$ cat config.mk
export PLATFORM = sky130hd
export DESIGN_NAME = pid_speed_controller_core
export DESIGN_NICKNAME = d
export VERILOG_FILES = /design/src/design/psc_pkg.sv /design/src/design/pid_speed_controller_core.sv
export SDC_FILE = /design/constraint.sdc
export NUM_CORES = 2
export LEC_CHECK = 0
export BUFFER_PORTS_ARGS = -buffer_cell sky130_fd_sc_hd__clkbuf_2
export CORE_UTILIZATION = 50
export DETAILED_ROUTE_END_ITERATION = 6
export GPL_ROUTABILITY_DRIVEN = 0
export HOLD_SLACK_MARGIN = 0.15
export PLACE_DENSITY_LB_ADDON = 0.25
export SLEW_MARGIN = 20
export SYNTH_ARGS = -nofsm -noshare
export SYNTH_HDL_FRONTEND = slang
export SYNTH_SLANG_ARGS = --single-unit
$ cat constraint.sdc
create_clock -name clk -period 16.15 [get_ports clk]
set_input_delay 3.23 -clock clk [delete_from_list [all_inputs] [get_ports clk]]
set_output_delay 3.23 -clock clk [all_outputs]
set_load 0.01 [all_outputs]
$ cat src/design/psc_pkg.sv
`default_nettype none

package psc_pkg;

	// Field widths
	localparam int COUNT_BITS = 16;
	localparam int GAIN_W     = 14;
	localparam int SPEED_W    = 18;
	localparam int ERR_W      = 19;
	localparam int DERR_W     = ERR_W + 1;
	localparam int PPROD_W    = ERR_W + GAIN_W;
	localparam int DPROD_W    = DERR_W + GAIN_W;
	localparam int PD_W       = DPROD_W + 1;
	localparam int INTEG_W    = 48;
	localparam int SUM_W      = INTEG_W + 1;
	localparam int DRIVE_W    = 10;
	localparam int TDATA_IN_W  = 16;
	localparam int TDATA_OUT_W = 32;
	localparam int CFG_IDX_W  = 2;

	// Output limits
	localparam int DRIVE_MAX  = 1023;
	localparam int SPEED_MAX  = 245756;
	localparam int GAIN_SCALE = 10000;

	// Truncated quotient of the PID sum is clamped, so only sums in
	// [GAIN_SCALE, QUOT_LIMIT) need a real divide; those fit QUOT_X_W bits.
	localparam int QUOT_LIMIT = (DRIVE_MAX + 1) * GAIN_SCALE;
	localparam int QUOT_X_W   = 24;
	// ceil(2^37 / 10000); x * RECIP >> 37 is exact for x < 2^24
	localparam int RECIP_SHIFT = 37;
	localparam int RECIP_W     = 24;
	localparam logic [RECIP_W-1:0] RECIP = 24'd13743896;

	typedef enum logic [CFG_IDX_W-1:0] {
		REG_PROP_GAIN    = 2'd0,
		REG_INTEG_GAIN   = 2'd1,
		REG_DERIV_GAIN   = 2'd2,
		REG_TARGET_SPEED = 2'd3
	} cfg_reg_t;

endpackage

`default_nettype wire

$ cat src/design/pid_speed_controller_core.sv
`default_nettype none

// PID motor speed controller. Each slave transaction is one sample period
// carrying the encoder pulse count; each master transaction returns the
// clamped PWM drive level (1..1023) and the measured speed in rpm
// (floor(count * 3.75)). Gains are in units of 1/10000; the integral
// accumulator is 48 bits and saturates instead of wrapping. The datapath is
// a five-stage pipeline (input, products, integral/sum parts, PID sum and
// clamp decode, reciprocal divide into the output register), so a result
// is offered on the master side once it reaches the output register, and one
// transaction can be taken every cycle while s_tready is high. Each stage
// fills a bubble on its own, so the slave side keeps accepting while a result
// waits at the master side, until all five stages hold an item. Gains and
// setpoint are written through cfg_we/cfg_index/cfg_data and must only
// change while the pipeline is empty.
module pid_speed_controller_core (
	input  wire logic clk,
	input  wire logic arst_n,

	input  wire logic                                cfg_we,
	input  wire logic [psc_pkg::CFG_IDX_W-1:0]       cfg_index,
	input  wire logic [psc_pkg::GAIN_W-1:0]          cfg_data,

	input  wire logic                                s_tvalid,
	output logic                                     s_tready,
	// [15:0] pulse_count
	input  wire logic [psc_pkg::TDATA_IN_W-1:0]      s_tdata,

	output logic                                     m_tvalid,
	input  wire logic                                m_tready,
	// [9:0] drive_level, [27:10] measured_speed, [31:28] zero
	output logic [psc_pkg::TDATA_OUT_W-1:0]          m_tdata
);

	localparam int PADW = psc_pkg::TDATA_OUT_W - psc_pkg::DRIVE_W - psc_pkg::SPEED_W;
	localparam int RPROD_W = psc_pkg::QUOT_X_W + psc_pkg::RECIP_W;

	// Configuration registers
	logic [psc_pkg::GAIN_W-1:0] prop_gain_q, integ_gain_q, deriv_gain_q, target_speed_q;

	always_ff @(posedge clk or negedge arst_n) begin
		if (!arst_n) begin
			prop_gain_q    <= '0;
			integ_gain_q   <= '0;
			deriv_gain_q   <= '0;
			target_speed_q <= '0;
		end else if (cfg_we) begin
			unique case (psc_pkg::cfg_reg_t'(cfg_index))
				psc_pkg::REG_PROP_GAIN:    prop_gain_q    <= cfg_data;
				psc_pkg::REG_INTEG_GAIN:   integ_gain_q   <= cfg_data;
				psc_pkg::REG_DERIV_GAIN:   deriv_gain_q   <= cfg_data;
				psc_pkg::REG_TARGET_SPEED: target_speed_q <= cfg_data;
				default: ;
			endcase
		end
	end

	// Stage valids and per-stage ready (a stage loads when empty or draining)
	logic v_s1, v_s2, v_s3, v_s4, v_s5;
	logic rdy1, rdy2, rdy3, rdy4, rdy5;

	assign rdy5     = !v_s5 || m_tready;
	assign rdy4     = !v_s4 || rdy5;
	assign rdy3     = !v_s3 || rdy4;
	assign rdy2     = !v_s2 || rdy3;
	assign rdy1     = !v_s1 || rdy2;
	assign s_tready = rdy1;
	assign m_tvalid = v_s5;

	always_ff @(posedge clk or negedge arst_n) begin
		if (!arst_n) begin
			v_s1 <= 1'b0;
			v_s2 <= 1'b0;
			v_s3 <= 1'b0;
			v_s4 <= 1'b0;
			v_s5 <= 1'b0;
		end else begin
			if (rdy1) v_s1 <= s_tvalid;
			if (rdy2) v_s2 <= v_s1;
			if (rdy3) v_s3 <= v_s2;
			if (rdy4) v_s4 <= v_s3;
			if (rdy5) v_s5 <= v_s4;
		end
	end

	// Stage 1: input register
	logic [psc_pkg::COUNT_BITS-1:0] count_s1;

	always_ff @(posedge clk) begin
		if (rdy1) count_s1 <= s_tdata[psc_pkg::COUNT_BITS-1:0];
	end

	// Stage 1 -> 2: speed, error, gain products
	logic [psc_pkg::SPEED_W+1:0]          count15;
	logic [psc_pkg::SPEED_W-1:0]          speed;
	logic signed [psc_pkg::ERR_W-1:0]     err;
	logic signed [psc_pkg::DERR_W-1:0]    derr;
	logic signed [psc_pkg::ERR_W-1:0]     last_err_q;

	// count * 15 = count * 16 - count
	assign count15 = {count_s1, 4'b0000} - {4'b0000, count_s1};
	assign speed   = count15[psc_pkg::SPEED_W+1:2];
	assign err     = signed'({{(psc_pkg::ERR_W - psc_pkg::GAIN_W){1'b0}}, target_speed_q})
	               - signed'({1'b0, speed});
	assign derr    = psc_pkg::DERR_W'(err) - psc_pkg::DERR_W'(last_err_q);

	logic [psc_pkg::SPEED_W-1:0]          speed_s2;
	logic signed [psc_pkg::PPROD_W-1:0]   pprod_s2;
	logic signed [psc_pkg::PPROD_W-1:0]   iprod_s2;
	logic signed [psc_pkg::DPROD_W-1:0]   dprod_s2;

	always_ff @(posedge clk) begin
		if (rdy2) begin
			speed_s2 <= speed;
			pprod_s2 <= psc_pkg::PPROD_W'(signed'({1'b0, prop_gain_q}))
			          * psc_pkg::PPROD_W'(err);
			iprod_s2 <= psc_pkg::PPROD_W'(signed'({1'b0, integ_gain_q}))
			          * psc_pkg::PPROD_W'(err);
			dprod_s2 <= psc_pkg::DPROD_W'(signed'({1'b0, deriv_gain_q}))
			          * psc_pkg::DPROD_W'(derr);
		end
	end

	// Last error follows items in order as they leave stage 1
	always_ff @(posedge clk or negedge arst_n) begin
		if (!arst_n)
			last_err_q <= '0;
		else if (v_s1 && rdy2)
			last_err_q <= err;
	end

	// Stage 2 -> 3: saturating integral, P + D
	logic signed [psc_pkg::INTEG_W-1:0] integ_q;
	logic signed [psc_pkg::SUM_W-1:0]   integ_raw;
	logic signed [psc_pkg::INTEG_W-1:0] integ_next;

	assign integ_raw = psc_pkg::SUM_W'(integ_q) + psc_pkg::SUM_W'(iprod_s2);

	always_comb begin
		// top two bits disagree: result left the 48-bit range
		if (integ_raw[psc_pkg::SUM_W-1] != integ_raw[psc_pkg::SUM_W-2])
			integ_next = integ_raw[psc_pkg::SUM_W-1]
				? {1'b1, {(psc_pkg::INTEG_W-1){1'b0}}}
				: {1'b0, {(psc_pkg::INTEG_W-1){1'b1}}};
		else
			integ_next = integ_raw[psc_pkg::INTEG_W-1:0];
	end

	always_ff @(posedge clk or negedge arst_n) begin
		if (!arst_n)
			integ_q <= '0;
		else if (v_s2 && rdy3)
			integ_q <= integ_next;
	end

	logic [psc_pkg::SPEED_W-1:0]        speed_s3;
	logic signed [psc_pkg::INTEG_W-1:0] iterm_s3;
	logic signed [psc_pkg::PD_W-1:0]    pd_s3;

	always_ff @(posedge clk) begin
		if (rdy3) begin
			speed_s3 <= speed_s2;
			iterm_s3 <= integ_next;
			pd_s3    <= psc_pkg::PD_W'(pprod_s2) + psc_pkg::PD_W'(dprod_s2);
		end
	end

	// Stage 3 -> 4: PID sum and clamp decode. Truncation toward zero gives
	// a quotient below one for every sum under GAIN_SCALE.
	logic signed [psc_pkg::SUM_W-1:0] pid_sum;
	logic                             sum_lo, sum_hi;

	assign pid_sum = psc_pkg::SUM_W'(iterm_s3) + psc_pkg::SUM_W'(pd_s3);
	assign sum_lo  = pid_sum < psc_pkg::SUM_W'(psc_pkg::GAIN_SCALE);
	assign sum_hi  = pid_sum >= psc_pkg::SUM_W'(psc_pkg::QUOT_LIMIT);

	logic [psc_pkg::SPEED_W-1:0]  speed_s4;
	logic [psc_pkg::QUOT_X_W-1:0] quot_x_s4;
	logic                         lo_s4, hi_s4;

	always_ff @(posedge clk) begin
		if (rdy4) begin
			speed_s4  <= speed_s3;
			quot_x_s4 <= pid_sum[psc_pkg::QUOT_X_W-1:0];
			lo_s4     <= sum_lo;
			hi_s4     <= sum_hi;
		end
	end

	// Stage 4 -> 5: divide by 10000 via reciprocal, then clamp
	logic [RPROD_W-1:0]          recip_prod;
	logic [psc_pkg::DRIVE_W-1:0] quot;
	logic [psc_pkg::DRIVE_W-1:0] drive;

	assign recip_prod = RPROD_W'(quot_x_s4) * RPROD_W'(psc_pkg::RECIP);
	assign quot       = recip_prod[psc_pkg::RECIP_SHIFT +: psc_pkg::DRIVE_W];

	always_comb begin
		if (lo_s4)
			drive = psc_pkg::DRIVE_W'(1);
		else if (hi_s4)
			drive = psc_pkg::DRIVE_W'(psc_pkg::DRIVE_MAX);
		else
			drive = quot;
	end

	logic [psc_pkg::DRIVE_W-1:0] drive_s5;
	logic [psc_pkg::SPEED_W-1:0] speed_s5;

	always_ff @(posedge clk) begin
		if (rdy5) begin
			drive_s5 <= drive;
			speed_s5 <= speed_s4;
		end
	end

	assign m_tdata = {{PADW{1'b0}}, speed_s5, drive_s5};

endmodule

`default_nettype wire

==> metrics list <==
- At the worst endpoint, the required time is 16.49 ns.
* Portion of netlist area occupied by mux cells: ~1.7%
* Growth of design area from synthesis to finish: 6.185%
- The slowest stage of the critical path belongs to the cell sky130_fd_sc_hd__fa_1.
* Htree depth: 2
- Summed instance area of the synthesized netlist: roughly 61000 µm²
- The critical path is of the register to register type.
* Count of buffers from port buffering: 66
* Slack of the worst reg-to-reg path: 4.23 ns
* Effective utilization at floorplan: between 50 and 60%
- No sink is reached through more buffers than the 3 on the longest clock path.
- On the final layout, the worst clock skew is approximately 0.024 ns.
- Net count, final: 7672
- Setup-violating endpoint count in the final report: 0
* Setup repair after global routing missed its margin: false
- The number of different library cells used by synthesis comes to between 90 and 100.
- The root buffer cell chosen for the clock tree is sky130_fd_sc_hd__clkbuf_16.
* Most instantiated flip-flop cell in the synthesis netlist: sky130_fd_sc_hd__edfxtp_1
- Of the total synthesized cell area, the portion taken by XOR and XNOR cells is approximately 3.9%.
- Bufs and invs on worst path: 5
* Critical Path AT: between 10 and 15 ns
- Clock transition at the registers of the reported paths: 0.06 ns
* Library cell occupying the most area in the post-synthesis netlist: sky130_fd_sc_hd__fa_1
* Detailed placement HPWL: approximately 120000 µm
- Worst min path class: register to register
- Fraction of registers with async set/reset: 29.43%
- The routed layout has roughly 42000 vias.
- Number of design rule violations left after detail routing: 0
* Yosys top cell area share: between 30% and 40%
- The worst setup path is launched from a register.
* Element type at the critical path end: register
- Total global-route track usage: between 20% and 30%
- The run finished with clean final reports.
- The count of final max-slew check failures came to 0.
- After synthesis the netlist holds a flip-flop and latch count of between 400 and 500.
- Share of the synthesized area in compound gates (AO/OA/AOI/OAI): 8.583%
- The total overflow left after global routing is 0.
- Cells with a size suffix above 1 make up 5.799% of the layout.
* Antenna viol nets, final: 0
* Synth Area in Simple Gates: about an eighth
* Peak per-stage delay on the critical path: 0.64 ns
* TritonCTS clock tree: done
- In this run the tightest slew margin relative to its limit is about a third.
* Area enclosed by the die boundary: roughly 120000 µm²
- At the pin with the least slew margin, the transition time is about 1.0 ns.
- By area, the combinational part of the netlist is dominated by adder cells.
* Count of flip-flops with a built-in enable after synthesis: just over 300
- Count of instances resized after the clock tree is built: 0
* Worst-path fanout max: 30
- Highest achievable clock rate: 83.91 MHz
- Floorplan die width: ~350 µm
* Syn Area/Cell: a little under 10 µm²
- Most used standard cell by instance count after synthesis: sky130_fd_sc_hd__inv_1
- For this run, the register share of the synthesized area comes to between 20% and 30%.
- Cell Rows: 127
- Num CTS Buffers: 48
* Core Area: between 100000 and 150000 µm²
- Count of maximum capacitance violations: 0
* Postcts setup bufs: 0
- Cells after synthesis: 6117
- Vertical extent of the die: roughly 350 µm
- The final hold violation count was 0.
- For the finished layout, the period the worst path requires is ~12 ns.
* Antenna violations before repair: 11
- Routed wire length: around 150000 µm
- Adder-Cell Fraction of Synth Area: between 40% and 50%
* Routed WL per cell: approximately 19 µm
* Synth top cells by count: sky130_fd_sc_hd__inv_1, sky130_fd_sc_hd__fa_1, sky130_fd_sc_hd__ha_1
- The first TritonRoute pass finished after 7 iterations.
- Dividing the final minimum period by the clock period gives between 70 and 80%.
* Aggregate negative setup slack: 0 ns
* Most used cell, CP: sky130_fd_sc_hd__fa_1
- Dividing the detail-routed via count by the number of cells gives around 5.4.
- The number of global-route vias before repair came to 44070.
- In this run, post-CTS hold repair placed 0 buffers.
- For this block, the initial DRC count from the detailed router was ~2600.
* Number of clock sinks: 435
- By area the synthesized netlist is led by sky130_fd_sc_hd__fa_1, sky130_fd_sc_hd__edfxtp_1, sky130_fd_sc_hd__ha_1.
- Insertion delay of the later-clocked pin in the worst-skew pair: ~0.61 ns
* Largest net degree at the start of global routing: 77
- Top Family by Delay on Critical Path: adder cells
- Yosys printed 0 warnings.
* Global-route wire length before repair: between 200000 and 250000 µm
* I/O pin count: roughly 70
-- routing by layer --
metal / global-route usage (%) / share of wire, % / vias up
li1: - / - / 19360
met1: 33.06 / 43 / 21140
met2: 41.65 / 48 / 997
met3: 3.279 / 5.3 / 225
met4: 6.907 / 2.9 / 6
met5: 0 / 0.023 / -
-- path summary, 6_finish.rpt --
path,end,from,depth (start not counted)
worst min register to register,speed_s4[2],speed_s3[2],0
max in group asynchronous,last_err_q[15],arst_n,2
worst max-delay path,dprod_s2[32],count_s1[0],45
worst max register to register,dprod_s2[32],count_s1[0],45
min in group asynchronous,integ_q[41],arst_n,1
worst min-delay path,speed_s4[2],speed_s3[2],0
-- kinds of logic after synthesis --
group,after synthesis
simple gates,1517
buf+inv,1416
other cells,1
compound gates,808
xor+xnor,268
fa+ha+maj,1577
flops,435
mux,95
-- worst register-to-register path: cells and delay by family (launching register included) --
kind | cells | cell delay, ns
AOI/OAI and AO/OA | 22 | 4.06
buffers and inverters | 5 | 0.83
adders and majority gates | 10 | 4.51
xor gates and xnor gates | 3 | 0.50
and+or+nand+nor | 5 | 1.30
DFF | 1 | 0.48
-- area by class of cell --
class	instances	area [µm²]
Clock inverter	28	382.9
Timing Repair Buffer	107	644.4
Antenna cell	3	7.507
Clock buffer	61	1323
Fill cell	10750	55680
Multi-Input combinational cell	4269	43290
Tap cell	1612	2017
Sequential cell	435	12420
Inverter	1204	4522
-- per-stage QoR --
stage                     utilization, %  area, µm²  hold WS [ns]  worst slack, ns  cells
after global placement             52.29      62900        0.4003            4.633   7627
after CTS                          53.71      64600        0.4113            4.274   7716
final                              53.71      64610        0.4094            4.232   7719
after floorplan                        -      60860        0.4003            5.210   6120
after detailed placement           52.29      62900        0.4045            4.315   7627
after global routing               53.71      64600        0.4180            3.487   7716
-- registers in the layout, summed over array words and instances, names as in the netlist, 10 cells and up --
name / flops
deriv_gain_q: 14
iterm_s3: 48
pprod_s2: 33
last_err_q: 19
quot_x_s4: 24
iprod_s2: 33
count_s1: 16
dprod_s2: 34
speed_s3: 18
integ_gain_q: 14
integ_q: 48
speed_s4: 18
drive_s5: 10
speed_s5: 18
prop_gain_q: 14
pd_s3: 35
target_speed_q: 14
speed_s2: 18
-- placed cells by master, fill, tap and decap left out, drive strengths merged, types with 18 or more instances in the layout --
cell type,instances
xnor2,197
o21bai,38
dfrtp,128
o21a,39
mux2,90
a21o,116
nand4,40
and2,401
o211ai,18
nor2b,67
nor2,177
xor2,71
fa,963
edfxtp,307
ha,607
nand2b,41
o21ai,129
a211oi,26
clkbuf,126
nand3,51
nand2,606
a31oi,22
buf,42
a21oi,300
nor3,59
inv,1210
Power is left out: the tool's default activity adds up to more than one toggle a clock period on the data nets, which glitch-free logic cannot reach.
